`src/hw/rtl/kal_pkg.sv`:
```
// Shared types, constants and sizing helpers of the k-th ancestor engine.
package kal_pkg;

	// default geometry
	localparam int KAL_NODES  = 1024;
	localparam int KAL_LEVELS = 10;

	// fixed field widths
	localparam int NODE_W  = 10;
	localparam int STEPS_W = 20;
	localparam int CNT_W   = 21;   // holds any node count up to 2^20
	localparam int MAX_ROWS = 1 << NODE_W;

	// item opcodes
	typedef enum logic [1:0] {
		OP_WRITE = 2'd0,
		OP_BUILD = 2'd1,
		OP_QUERY = 2'd2,
		OP_NOP   = 2'd3
	} op_t;

	// one jump table entry: a node number and a valid bit (clear means none)
	typedef struct packed {
		logic              valid;
		logic [NODE_W-1:0] node;
	} entry_t;

	// one result item
	typedef struct packed {
		logic [NODE_W-1:0] ancestor;
		logic              found;
		logic              status;
	} res_t;

	// only nodes reachable through a 10-bit number need a row
	function automatic int kal_rows(int nodes);
		return (nodes < MAX_ROWS) ? nodes : MAX_ROWS;
	endfunction

	function automatic int kal_addr_w(int nodes, int levels);
		return $clog2(kal_rows(nodes) * levels);
	endfunction

	function automatic int kal_lvl_w(int levels);
		return (levels > 1) ? $clog2(levels) : 1;
	endfunction

endpackage

```
`src/hw/rtl/kal_ctrl.sv`:
```
// Sequencer for parent writes, level-by-level table build and ancestor climbs.
module kal_ctrl import kal_pkg::*; #(
	parameter int NODES  = KAL_NODES,
	parameter int LEVELS = KAL_LEVELS,
	localparam int ADDR_W = kal_addr_w(NODES, LEVELS)
) (
	input  logic               clk,
	input  logic               arst_n,
	// input items
	input  logic               in_valid,
	output logic               in_ready,
	input  op_t                in_op,
	input  logic [NODE_W-1:0]  in_node,
	input  logic [NODE_W-1:0]  in_parent,
	input  logic               in_has_parent,
	input  logic [STEPS_W-1:0] in_steps,
	// finished result
	output logic               res_valid,
	input  logic               res_ready,
	output res_t               res,
	// jump table port
	output logic               mem_ren,
	output logic [ADDR_W-1:0]  mem_raddr,
	input  entry_t             mem_rdata,
	output logic               mem_wen,
	output logic [ADDR_W-1:0]  mem_waddr,
	output entry_t             mem_wdata
);

	localparam int ROWS  = kal_rows(NODES);
	localparam int ROW_W = $clog2(ROWS);
	localparam int LVL_W = kal_lvl_w(LEVELS);
	localparam logic [LVL_W-1:0] TOP      = LVL_W'(LEVELS - 1);
	localparam logic [ROW_W-1:0] LAST_ROW = ROW_W'(ROWS - 1);

	typedef enum logic [9:0] {
		S_IDLE  = 10'b0000000001,
		S_WRITE = 10'b0000000010,
		S_BRA   = 10'b0000000100,
		S_BRB   = 10'b0000001000,
		S_BWR   = 10'b0000010000,
		S_QBIG  = 10'b0000100000,
		S_QBIGW = 10'b0001000000,
		S_QBIT  = 10'b0010000000,
		S_QBITW = 10'b0100000000,
		S_DONE  = 10'b1000000000
	} state_t;

	state_t             state_q;
	logic               built_q;
	logic [ROW_W-1:0]   row_q;
	logic [LVL_W-1:0]   lvl_q;
	entry_t             e_q;
	logic [STEPS_W-1:0] big_q;
	logic [STEPS_W-1:0] k_q;
	res_t               res_q;

	logic               node_ok;
	logic               steps_ok;
	logic               parent_ok;
	logic               last_row;
	logic               last_lvl;
	logic [ROW_W-1:0]   rd_row;
	logic [LVL_W-1:0]   rd_lvl;
	logic [LVL_W-1:0]   wr_lvl;

	// entry points at a node that has a row
	function automatic logic ent_ok(entry_t e);
		return e.valid && (CNT_W'(e.node) < CNT_W'(NODES));
	endfunction

	assign node_ok   = CNT_W'(in_node) < CNT_W'(NODES);
	assign steps_ok  = CNT_W'(in_steps) < CNT_W'(NODES);
	assign parent_ok = in_has_parent && (CNT_W'(in_parent) < CNT_W'(NODES));
	assign last_row  = row_q == LAST_ROW;
	assign last_lvl  = lvl_q == TOP;

	assign in_ready  = state_q == S_IDLE;
	assign res_valid = state_q == S_DONE;
	assign res       = res_q;

	// memory port steering
	always_comb begin
		mem_ren   = 1'b0;
		mem_wen   = 1'b0;
		mem_wdata = e_q;
		rd_row    = row_q;
		rd_lvl    = LVL_W'(lvl_q - LVL_W'(1));
		wr_lvl    = lvl_q;
		unique case (state_q)
			S_WRITE: begin
				mem_wen = 1'b1;
				wr_lvl  = '0;
			end
			S_BRA: begin
				mem_ren = 1'b1;
			end
			S_BRB: begin
				rd_row = ROW_W'(mem_rdata.node);
				if (ent_ok(mem_rdata)) begin
					mem_ren = 1'b1;
				end else begin
					mem_wen   = 1'b1;
					mem_wdata = '0;
				end
			end
			S_BWR: begin
				mem_wen   = 1'b1;
				mem_wdata = mem_rdata;
			end
			S_QBIG: begin
				rd_row  = ROW_W'(e_q.node);
				rd_lvl  = TOP;
				mem_ren = (big_q != '0) && ent_ok(e_q);
			end
			S_QBIT: begin
				rd_row  = ROW_W'(e_q.node);
				rd_lvl  = lvl_q;
				mem_ren = !last_lvl && k_q[0] && ent_ok(e_q);
			end
			default: begin
			end
		endcase
	end

	assign mem_raddr = ADDR_W'(ADDR_W'(rd_row) * ADDR_W'(LEVELS) + ADDR_W'(rd_lvl));
	assign mem_waddr = ADDR_W'(ADDR_W'(row_q) * ADDR_W'(LEVELS) + ADDR_W'(wr_lvl));

	// control state
	always_ff @(posedge clk or negedge arst_n) begin
		if (!arst_n) begin
			state_q <= S_IDLE;
			built_q <= 1'b0;
		end else begin
			unique case (state_q)
				S_IDLE: begin
					if (in_valid) begin
						unique case (in_op)
							OP_WRITE: state_q <= node_ok ? S_WRITE : S_DONE;
							OP_BUILD: begin
								if (LEVELS == 1) begin
									built_q <= 1'b1;
									state_q <= S_DONE;
								end else begin
									state_q <= S_BRA;
								end
							end
							OP_QUERY: begin
								state_q <= (built_q && node_ok && steps_ok) ? S_QBIG : S_DONE;
							end
							OP_NOP:   state_q <= S_DONE;
						endcase
					end
				end
				S_WRITE: begin
					built_q <= 1'b0;
					state_q <= S_DONE;
				end
				S_BRA: state_q <= S_BRB;
				S_BRB, S_BWR: begin
					if (state_q == S_BRB && ent_ok(mem_rdata)) begin
						state_q <= S_BWR;
					end else if (last_row && last_lvl) begin
						built_q <= 1'b1;
						state_q <= S_DONE;
					end else begin
						state_q <= S_BRA;
					end
				end
				S_QBIG: begin
					if ((big_q != '0) && e_q.valid) begin
						if (ent_ok(e_q)) begin
							state_q <= S_QBIGW;
						end
					end else begin
						state_q <= S_QBIT;
					end
				end
				S_QBIGW: state_q <= S_QBIG;
				S_QBIT: begin
					if (!last_lvl && e_q.valid) begin
						if (k_q[0] && ent_ok(e_q)) begin
							state_q <= S_QBITW;
						end
					end else begin
						state_q <= S_DONE;
					end
				end
				S_QBITW: state_q <= S_QBIT;
				S_DONE: begin
					if (res_ready) begin
						state_q <= S_IDLE;
					end
				end
				default: state_q <= S_IDLE;
			endcase
		end
	end

	// datapath registers
	always_ff @(posedge clk) begin
		unique case (state_q)
			S_IDLE: begin
				res_q <= '{ancestor: '0, found: 1'b0,
					status: (in_op == OP_QUERY) && !built_q};
				big_q <= in_steps >> TOP;
				k_q   <= in_steps;
				unique case (in_op)
					OP_WRITE: begin
						row_q <= ROW_W'(in_node);
						lvl_q <= '0;
						e_q   <= parent_ok ? entry_t'{valid: 1'b1, node: in_parent}
							: entry_t'('0);
					end
					OP_BUILD: begin
						row_q <= '0;
						lvl_q <= LVL_W'(1);
					end
					OP_QUERY, OP_NOP: begin
						row_q <= ROW_W'(in_node);
						lvl_q <= '0;
						e_q   <= '{valid: 1'b1, node: in_node};
					end
				endcase
			end
			S_BRB, S_BWR: begin
				if (!(state_q == S_BRB && ent_ok(mem_rdata))) begin
					if (last_row) begin
						row_q <= '0;
						lvl_q <= LVL_W'(lvl_q + LVL_W'(1));
					end else begin
						row_q <= ROW_W'(row_q + ROW_W'(1));
					end
				end
			end
			S_QBIG: begin
				if ((big_q != '0) && e_q.valid && !ent_ok(e_q)) begin
					e_q <= '0;
				end
			end
			S_QBIGW: begin
				e_q   <= mem_rdata;
				big_q <= big_q - STEPS_W'(1);
			end
			S_QBIT: begin
				if (!last_lvl && e_q.valid) begin
					if (k_q[0]) begin
						if (!ent_ok(e_q)) begin
							e_q <= '0;
						end
					end else begin
						lvl_q <= LVL_W'(lvl_q + LVL_W'(1));
						k_q   <= k_q >> 1;
					end
				end else begin
					res_q <= '{ancestor: e_q.valid ? e_q.node : '0, found: e_q.valid,
						status: 1'b0};
				end
			end
			S_QBITW: begin
				e_q   <= mem_rdata;
				lvl_q <= LVL_W'(lvl_q + LVL_W'(1));
				k_q   <= k_q >> 1;
			end
			default: begin
			end
		endcase
	end

	// a big jump is only waited for while big jumps remain
	a_bigw_count: assert property (@(posedge clk) disable iff (!arst_n)
		state_q == S_QBIGW |-> big_q != '0)
		else $error("big jump taken with zero count");

	// a parent write always drops the built flag
	a_write_unbuilds: assert property (@(posedge clk) disable iff (!arst_n)
		state_q == S_WRITE |=> !built_q)
		else $error("table still marked built after parent write");

	// a not-built answer never reports an ancestor
	a_status_clean: assert property (@(posedge clk) disable iff (!arst_n)
		(state_q == S_DONE && res_q.status) |-> (!res_q.found && res_q.ancestor == '0))
		else $error("not-built result carries an ancestor");

	// build never reads below level zero
	a_build_level: assert property (@(posedge clk) disable iff (!arst_n)
		(state_q == S_BRA || state_q == S_BRB) |-> lvl_q != '0)
		else $error("build sweep at level zero");

endmodule

```
`config.mk`:
```
export PLATFORM = sky130hd
export DESIGN_NAME = kal_ctrl
export DESIGN_NICKNAME = d
export VERILOG_FILES = /design/src/hw/rtl/kal_pkg.sv /design/src/hw/rtl/kal_ctrl.sv
export SDC_FILE = /design/constraint.sdc
export NUM_CORES = 1
export LEC_CHECK = 0
export BUFFER_PORTS_ARGS = -buffer_cell sky130_fd_sc_hd__buf_2
export CAP_MARGIN = 20
export CORE_ASPECT_RATIO = 1.1
export CORE_MARGIN = 2
export CORE_UTILIZATION = 45
export DETAILED_ROUTE_END_ITERATION = 16
export PLACE_DENSITY = 0.67
export SLEW_MARGIN = 30
export SYNTH_ARGS = -nofsm -noshare
export SYNTH_HDL_FRONTEND = slang
export SYNTH_SLANG_ARGS = --single-unit
```
`constraint.sdc`:
```
create_clock -name clk -period 8.93 [get_ports clk]
set_clock_uncertainty 0.15 [all_clocks]
set_input_delay 0.4465 -clock clk [delete_from_list [all_inputs] [get_ports clk]]
set_output_delay 0.4465 -clock clk [all_outputs]
set_load 0.01 [all_outputs]
```
; Yosys cells after proc, flatten, opt, wreduce, memory -nomap -nowiden
; Cells that the tools add are included.
[totals]
reg_bits = 88
[op_classes]
n_addsub = 6
multipliers = 2
order_cmp = 1
eq_ne = 29
mux = 47
n_reduce_logical = 37
[ops]
columns = cell, count
row1 = $mux W10, 12
row2 = $pmux W10 S9, 1
row3 = $mux W11, 6
row4 = $pmux W10 S2, 3
row5 = $pmux W20 S3, 1
row6 = $pmux W11 S2, 2
row7 = $pmux W11 S4, 1
row8 = $mux W20, 2
row9 = $pmux W10 S4, 1
row10 = $pmux W20 S2, 1
row11 = $add A14 B4 Y14, 2
row12 = $mul A10 B3 Y13 const B, 2
row13 = $pmux W12 S2, 1
row14 = $eq A10 B10 Y1 const B, 2
row15 = $lt A20 B11 Y1 const B, 1
row16 = $mux W4, 5
row17 = $ne A2 B2 Y1 const B, 10
row18 = $reduce_bool A20 Y1, 1
row19 = $sub A20 B1 Y20 const B, 1
row20 = $pmux W4 S2, 2
row21 = $pmux W4 S4, 1
row22 = $mux W12, 1
row23 = $add A10 B1 Y10 const B, 1
row24 = $eq A10 B1 Y1 const B, 1
row25 = 32 further kinds, 61

; Depth between registers and ports, before layout
; Gate-level depths: netlist of run 1.
[depth]
ltp_word = 6
depth_mapped = 18
depth_no_buf = 15

; Worst setup path before layout of run 1
; OpenSTA, ideal clock, no wires.
[synth_path]
kind = reg2out
from = register state_q[1]
to = output mem_raddr[13]
arrival_ps = 4580
t_required_ps = 8333
slack_ps = 3754
stages_incl_launch_ff = 19
cell_sequence = dfrtp_1 -> buf_6 -> or4_1 -> buf_2 -> nor3_2 -> clkbuf_1 -> nor2_1 -> nand2_1 -> nand2_1 -> ha_1 -> ha_1 -> fa_1 -> a211oi_1 -> nor2_1 -> xor2_1 -> nand3_1 -> or4b_1 -> o31ai_1 -> a21o_1
[synth_between]
elab_chain_cells = 5
elab_cells_between_ends = 8
[synth_lines]
columns = item, line
row1 = from (decl), kal_ctrl.sv:49  ; state_t state_q;
row2 = from (signal assigned), kal_ctrl.sv:139  ; OP_WRITE: state_q <= node_ok ? S_WRITE : S_DONE;
row3 = from (signal assigned), kal_ctrl.sv:149  ; state_q <= (built_q && node_ok && steps_ok) ? S_QBIG : S_DONE;
row4 = $eq A10 B8 Y1 / $eq A10 B6 Y1 (equally long branches), kal_ctrl.sv:90  ; unique case (state_q)
row5 = $reduce_or A2 Y1 (no source line), --
row6 = $pmux W10 S2, kal_ctrl.sv:90
row7 = $mul A10 B3 Y13, kal_ctrl.sv:126  ; assign mem_raddr = ADDR_W'(ADDR_W'(rd_row) * ADDR_W'(LEVELS) + ADDR_W'(rd_lvl));
row8 = $add A14 B4 Y14 *, kal_ctrl.sv:126
row9 = to (decl), kal_ctrl.sv:23  ; output logic [ADDR_W-1:0] mem_raddr,
; Every way passes the cells marked *; elsewhere a longest branch is shown, timed or not.

; Final worst setup path of run 1
; Ends and elaborated chain as after synthesis.

==> impl_metrics.json, run 1 <==
{
  "run_status": "finished, final reports clean",
  "fin_setup_tns_ns": 0,
  "rsz0062_at_grt": "no",
  "gr-total-overflow": 0,
  "multi_input_area_um2": 3480,
  "fillers": 1283,
  "grt_max_degree": 30,
  "hold_depth": 2,
  "place_hpwl_um": 12800,
  "p_per_area_nw_per_um2": 457,
  "arrival_ns": 5.80,
  "rows": 45,
  "synth_cell_types": 62,
  "synth_area_per_cell_um2": 9.74,
  "clock.fmax_mhz": 156,
  "path_clk_slew_ns": 0.07,
  "dieWidth_um": 116,
  "drt_wl_total_um": 16500,
  "ir_drop_uv": 172,
  "num_io_pins": 113,
  "antenna-diode-count": 0,
  "grtUsageTotal_pct": 22.6,
  "cts_made_buffers": 9,
  "drc": 0,
  "hp-class": "input pin to register",
  "syn_nets": 749,
  "seq_area_frac_synth_pct": 41.3,
  "synth_area_um2": 6260,
  "design_area_um2": 7300,
  "grt_pass1_wl_um": 26100,
  "cts_max_level": 3,
  "slew_headroom_pct": 38.7,
  "nets": 850,
  "min_period_ns": 6.40,
  "syn_to_final_growth_pct": 16.6,
  "coreArea_um2": 13700,
  "seqCellArea_um2": 2590,
  "vias": 5366,
  "cts_tree": "done",
  "drt-initial-drc-count": 406,
  "first_global_vias": 5188,
  "synth-async-reset-ratio_pct": 12.5,
  "postPlaceCellArea_um2": 6970,
  "drive_above_1_share_pct": 19.2,
  "worstSetupEndpointType": "primary output",
  "die_h_um": 128,
  "synth-edff-count": 77,
  "worst-path-max-fanout": 27,
  "portBuffers": 112,
  "drv_cap": 0,
  "timing.final.crit_share_pct": 71.6,
  "synth_cells": 643,
  "maxSlewViolCount": 0,
  "ys_warn_count": 0,
  "clock_latency_ns": 0.34,
  "antenna_found_initial": 0,
  "dr.pass1.iters": 5,
  "p_leak_uw": 0.00313,
  "vias_per_cell": 5.73,
  "placedCellCount": 919,
  "setup_viol": 0,
  "clock_sinks": 88,
  "cp-start-kind": "register",
  "die-area_um2": 14900,
  "cts_setup_buffers": 0,
  "worst_slew_pin_slew_ns": 0.916,
  "cp.required_ns": 8.33,
  "wire_per_inst_um": 17.7,
  "gp_congestion": 0.914,
  "stdcell_count": 937,
  "initial_core_util_pct": 45.8,
  "hold_viol": 0,
  "critical_path_class": "register to primary output",
  "cts_buffer_depth": 2,
  "cts-root-buf": "clkbuf_16",
  "final_antenna_net_count": 0,
  "ys_ff_latch": 88,
  "synth_ff_type": "edfxtp_1",
  "reg2reg_depth": 4
}
-- placed cells by master, fill, tap and decap left out, types with 6 or more instances in the layout --
cell,instances
buf_2,112
edfxtp_1,77
nand2_1,67
nor2_1,48
ha_1,44
xnor2_1,35
a22o_1,28
o21ai_0,26
xor2_1,26
a21oi_1,21
inv_1,20
nand3_1,18
a22oi_1,18
nor3_1,15
and3_1,15
o31ai_1,14
o21ai_1,13
nor4_1,12
nor2b_1,12
nand2b_1,10
dfrtp_1,10
clkbuf_16,9
and2_1,8
or4_1,7
a21o_1,7
a31oi_1,6
-- sequential cells by signal, indices dropped and copies added, names as in the netlist --
register  flops
state_q      10
big_q        20
row_q        10
e_q          11
res          12
lvl_q         4
k_q          20
built_q       1
-- cell families (layout without fill, tap and decap cells) --
family	Yosys count	after routing	synth area share, %
compound gates	159	159	17.4
xor+xnor	62	62	8.79
fa+ha+maj	48	48	10.1
buf+inv	49	155	3.10
flops	88	88	41.3
mux	1	1	0.160
simple gates	236	236	19.2
-- repair_timing --
| action | in CTS | in global routing |
|---|---|---|
| hold buffers | 1 | 0 |
| endpoints found under the hold margin | 10 | 0 |
| gates resized for setup | 0 | 0 |
-- cell usage after synthesis (7+ instances only) --
library cell / number / area (um2)
nor2_1: 48 / 180
edfxtp_1: 77 / 2310
a22o_1: 28 / 245
nor2b_1: 12 / 75.1
o21ai_1: 13 / 65.1
or4_1: 7 / 52.6
a21oi_1: 22 / 110
and3_1: 15 / 93.8
nor3_1: 15 / 75.1
nand2_1: 67 / 251
a22oi_1: 18 / 135
nand2b_1: 10 / 62.6
ha_1: 44 / 551
inv_1: 20 / 75.1
xnor2_1: 35 / 307
xor2_1: 26 / 228
o21ai_0: 26 / 130
dfrtp_1: 10 / 250
o31ai_1: 14 / 105
a21o_1: 7 / 52.6
nor4_1: 12 / 75.1
and2_1: 8 / 50.1
clkbuf_1: 23 / 86.3
nand3_1: 18 / 90.1
-- layout make-up --
| cell class | instances | area share [%] |
|---|---|---|
| Tap cell | 188 | 3.22 |
| Clock inverter | 5 | 0.857 |
| Inverter | 22 | 1.13 |
| Multi-Input combinational cell | 506 | 47.7 |
| Timing Repair Buffer | 117 | 8.28 |
| Sequential cell | 88 | 35.5 |
| Clock buffer | 11 | 3.32 |
-- worst max-delay path: stages, from the launching register on --
cell	delay, ns
dfrtp_1	0.47
or4_1	0.72
nor3_4	0.82
nor2_1	0.28
nand2_1	0.14
nand2_1	0.08
ha_1	0.31
ha_1	0.23
fa_1	0.41
a211oi_1	0.40
nor2_1	0.11
xor2_1	0.26
nand3_1	0.19
or4b_1	0.58
o31ai_1	0.21
a21o_1	0.11
buf_2	0.12
-- final timing paths --
kind | start | end | slack, ns
worst max-delay path | state_q[1] | mem_raddr[13] | 2.53
worst min-delay path | in_valid | state_q[0] | 0.16
worst max register to register | state_q[1] | big_q[17] | 5.34
worst min register to register | built_q | built_q | 0.39
max in group asynchronous | arst_n | state_q[0] | 8.01
min in group asynchronous | arst_n | built_q | 0.35
-- stage by stage --
step	utilization, %	hold slack [ns]	setup slack (ns)	total power [uW]
after floorplan	-	0.000909	3.75	2300
after global routing	53.4	0.160	2.09	3630
after CTS	53.3	0.149	2.51	3360
final	53.4	0.160	2.53	3330
after global placement	50.9	0.180	3.05	2900
after detailed placement	50.9	0.182	2.91	2960
-- metal layers --
| layer | global-route usage (%) | routed length [um] |
|---|---|---|
| met5 | 0 | 0 |
| met4 | 7.07 | 325 |
| met3 | 4.26 | 1180 |
| met2 | 39.8 | 8270 |
| met1 | 27.8 | 6760 |
-- report_power, final --
part / switching [uW] / internal, uW
sequential: 174 / 699
clock: 165 / 227
combinational: 1180 / 889
Note: power is estimated with default switching activity, not from simulation.
==> inputs of run 2 (changes only) <==
==> constraint.sdc (replaced) <==
create_clock -name clk -period 6 [get_ports clk]
set_clock_uncertainty 0.15 [all_clocks]
set_input_delay 0.3 -clock clk [delete_from_list [all_inputs] [get_ports clk]]
set_output_delay 0.3 -clock clk [all_outputs]
set_load 0.01 [all_outputs]
==> run 2 against run 1 <==
Count of clock-buffer cells in the layout decreased by 1. First-iteration DRC count decreased by 8.9%. Register-to-register slack got worse by 2.8 ns. Setup slack got worse by 2.1 ns. Cell area increased by 0.86%. Clock power increased by 46%. Sequential share of layout area decreased by 0.30 points. Critical endpoint unchanged. Sequential power increased by 48%. Critical path depth decreased by 1.
==> impl_metrics.json, run 2 (same netlist as run 1, synthesis figures left out) <==
{
  "worst-path-max-fanout": 18,
  "p_seq_share_pct": 26.1,
  "drive_above_1_share_pct": 20.2,
  "antenna_found_initial": 0,
  "syn_to_final_growth_pct": 17.6,
  "place_hpwl_um": 12900,
  "critical_path_class": "register to primary output",
  "grt_pass1_wl_um": 25600,
  "first_global_vias": 5141,
  "clock.fmax_mhz": 178,
  "vias": 5408,
  "crit_family": "simple AND/OR/NAND/NOR gates",
  "critPathMostFrequentCell": "ha_1",
  "fillers": 1286,
  "clock_latency_ns": 0.34,
  "gp_congestion": 0.936,
  "netSwitchingPower_uw": 2260,
  "cts-root-buf": "clkbuf_16",
  "arrival_ns": 5.16,
  "run_status": "finished, final reports clean",
  "crit_chain": "or4_4 -> nor3_4 -> buf_4 -> a221o_1 -> ha_1 -> ha_1 -> fa_1 -> a211oi_1 -> nor2_1 -> xor2_1 -> nand3_1 -> or4b_1 -> o31ai_1 -> a21o_1 -> buf_2",
  "clock_sinks": 88,
  "drt-initial-drc-count": 370,
  "cts_tree": "done",
  "maxSlewViolCount": 0,
  "path_clk_slew_ns": 0.06,
  "fin_setup_tns_ns": 0,
  "cts_max_level": 3,
  "internal_power_uw": 2700,
  "rsz0062_at_grt": "no",
  "portBuffers": 112,
  "p_clk_share_pct": 11.5,
  "crit_path_top_delay_cell": "or4_4",
  "ir_drop_uv": 263,
  "num_io_pins": 113,
  "coreArea_um2": 13700,
  "multi_input_area_um2": 3490,
  "worstSetupEndpointType": "primary output",
  "postPlaceCellArea_um2": 6990,
  "gr-total-overflow": 0,
  "pwr-share-comb_pct": 62.4,
  "worst_slew_pin_slew_ns": 0.880,
  "seqCellArea_um2": 2590,
  "cp-start-kind": "register",
  "wire_per_inst_um": 17.5,
  "nets": 858,
  "mostFrequentLayoutCell": "buf_2",
  "timing.final.crit_share_pct": 93.5,
  "hp-class": "input pin to register",
  "grtUsageTotal_pct": 22.2,
  "cts_made_buffers": 9,
  "final_cell_mix": "buf_2, edfxtp_1, nand2_1",
  "grt_max_degree": 30,
  "die_h_um": 128,
  "netSwitchingFraction_pct": 45.6,
  "cp_num_buf_inv": 2,
  "design_area_um2": 7360,
  "p_leak_uw": 0.00318,
  "drv_cap": 0,
  "critPathMaxStageDelay_ns": 0.65,
  "die-area_um2": 14900,
  "drc": 0,
  "min_period_ns": 5.61,
  "slew_headroom_pct": 41.1,
  "vias_per_cell": 5.72,
  "p_per_area_nw_per_um2": 673,
  "hold_viol": 0,
  "setup_viol": 0,
  "dieWidth_um": 116,
  "reg2reg_slack_ns": 2.54,
  "rows": 45,
  "cp.required_ns": 5.55,
  "initial_core_util_pct": 45.8,
  "cts_buffer_depth": 2,
  "final_antenna_net_count": 0,
  "antenna-diode-count": 0,
  "drt_wl_total_um": 16600,
  "dr.pass1.iters": 5
}
[run 2: metrics by stage]
step	setup slack, ns	power, uW	utilization [%]	hold slack (ns)	instances
6_report	0.389	4960	53.8	0.0404	945
2_1_floorplan	0.970	3420	-	-0.146	643
4_1_cts	0.102	4990	53.4	0.0257	939
5_1_grt	0.0764	5400	53.8	0.0230	945
3_3_place_gp	0.613	4320	51.1	0.0345	922
3_5_place_dp	0.475	4400	51.1	0.0365	922
[run 2: final cells by class]
class | count | share of cell area, %
clock inverter | 6 | 0.986
clock buffer | 10 | 3.11
tap | 188 | 3.19
inverter | 22 | 1.12
timing repair buffer | 125 | 8.97
sequential | 88 | 35.2
multi-input combinational | 506 | 47.5
[run 2: layer usage]
layer  wire [um]  track usage (%)  up-vias
met5           0                0        -
met4         515             7.70        0
met3        1030             3.64       31
met2        8190             39.1      228
met1        6820             27.4     2538
li1            -                -     2611
[run 2: final timing paths]
check,from,end,depth (start not counted)
hold / removal,in_valid,state_q[0],2
setup reg to reg,state_q[1],big_q[7],4
max in group asynchronous,arst_n,state_q[0],2
hold reg to reg,k_q[11],k_q[10],1
setup / recovery,state_q[1],mem_raddr[13],15
min in group asynchronous,arst_n,state_q[4],2
[run 2: power by group through the flow]
| stage | clock network, uW | logic, uW | registers [uW] |
|---|---|---|---|
| 2_1_floorplan | 0 | 2200 | 1220 |
| 3_5_place_dp | 0 | 3100 | 1300 |
| 3_3_place_gp | 0 | 3040 | 1290 |
| 6_report | 572 | 3090 | 1290 |
| 4_1_cts | 582 | 3120 | 1290 |
| 5_1_grt | 600 | 3470 | 1330 |
[run 2: what timing repair did]
action | CTS | global route
endpoints found under the hold margin | 11 | 0
hold buffers | 1 | 0
gates resized for setup | 0 | 2
buffers inserted | 0 | 5
setup endpoints to repair | 0 | 1
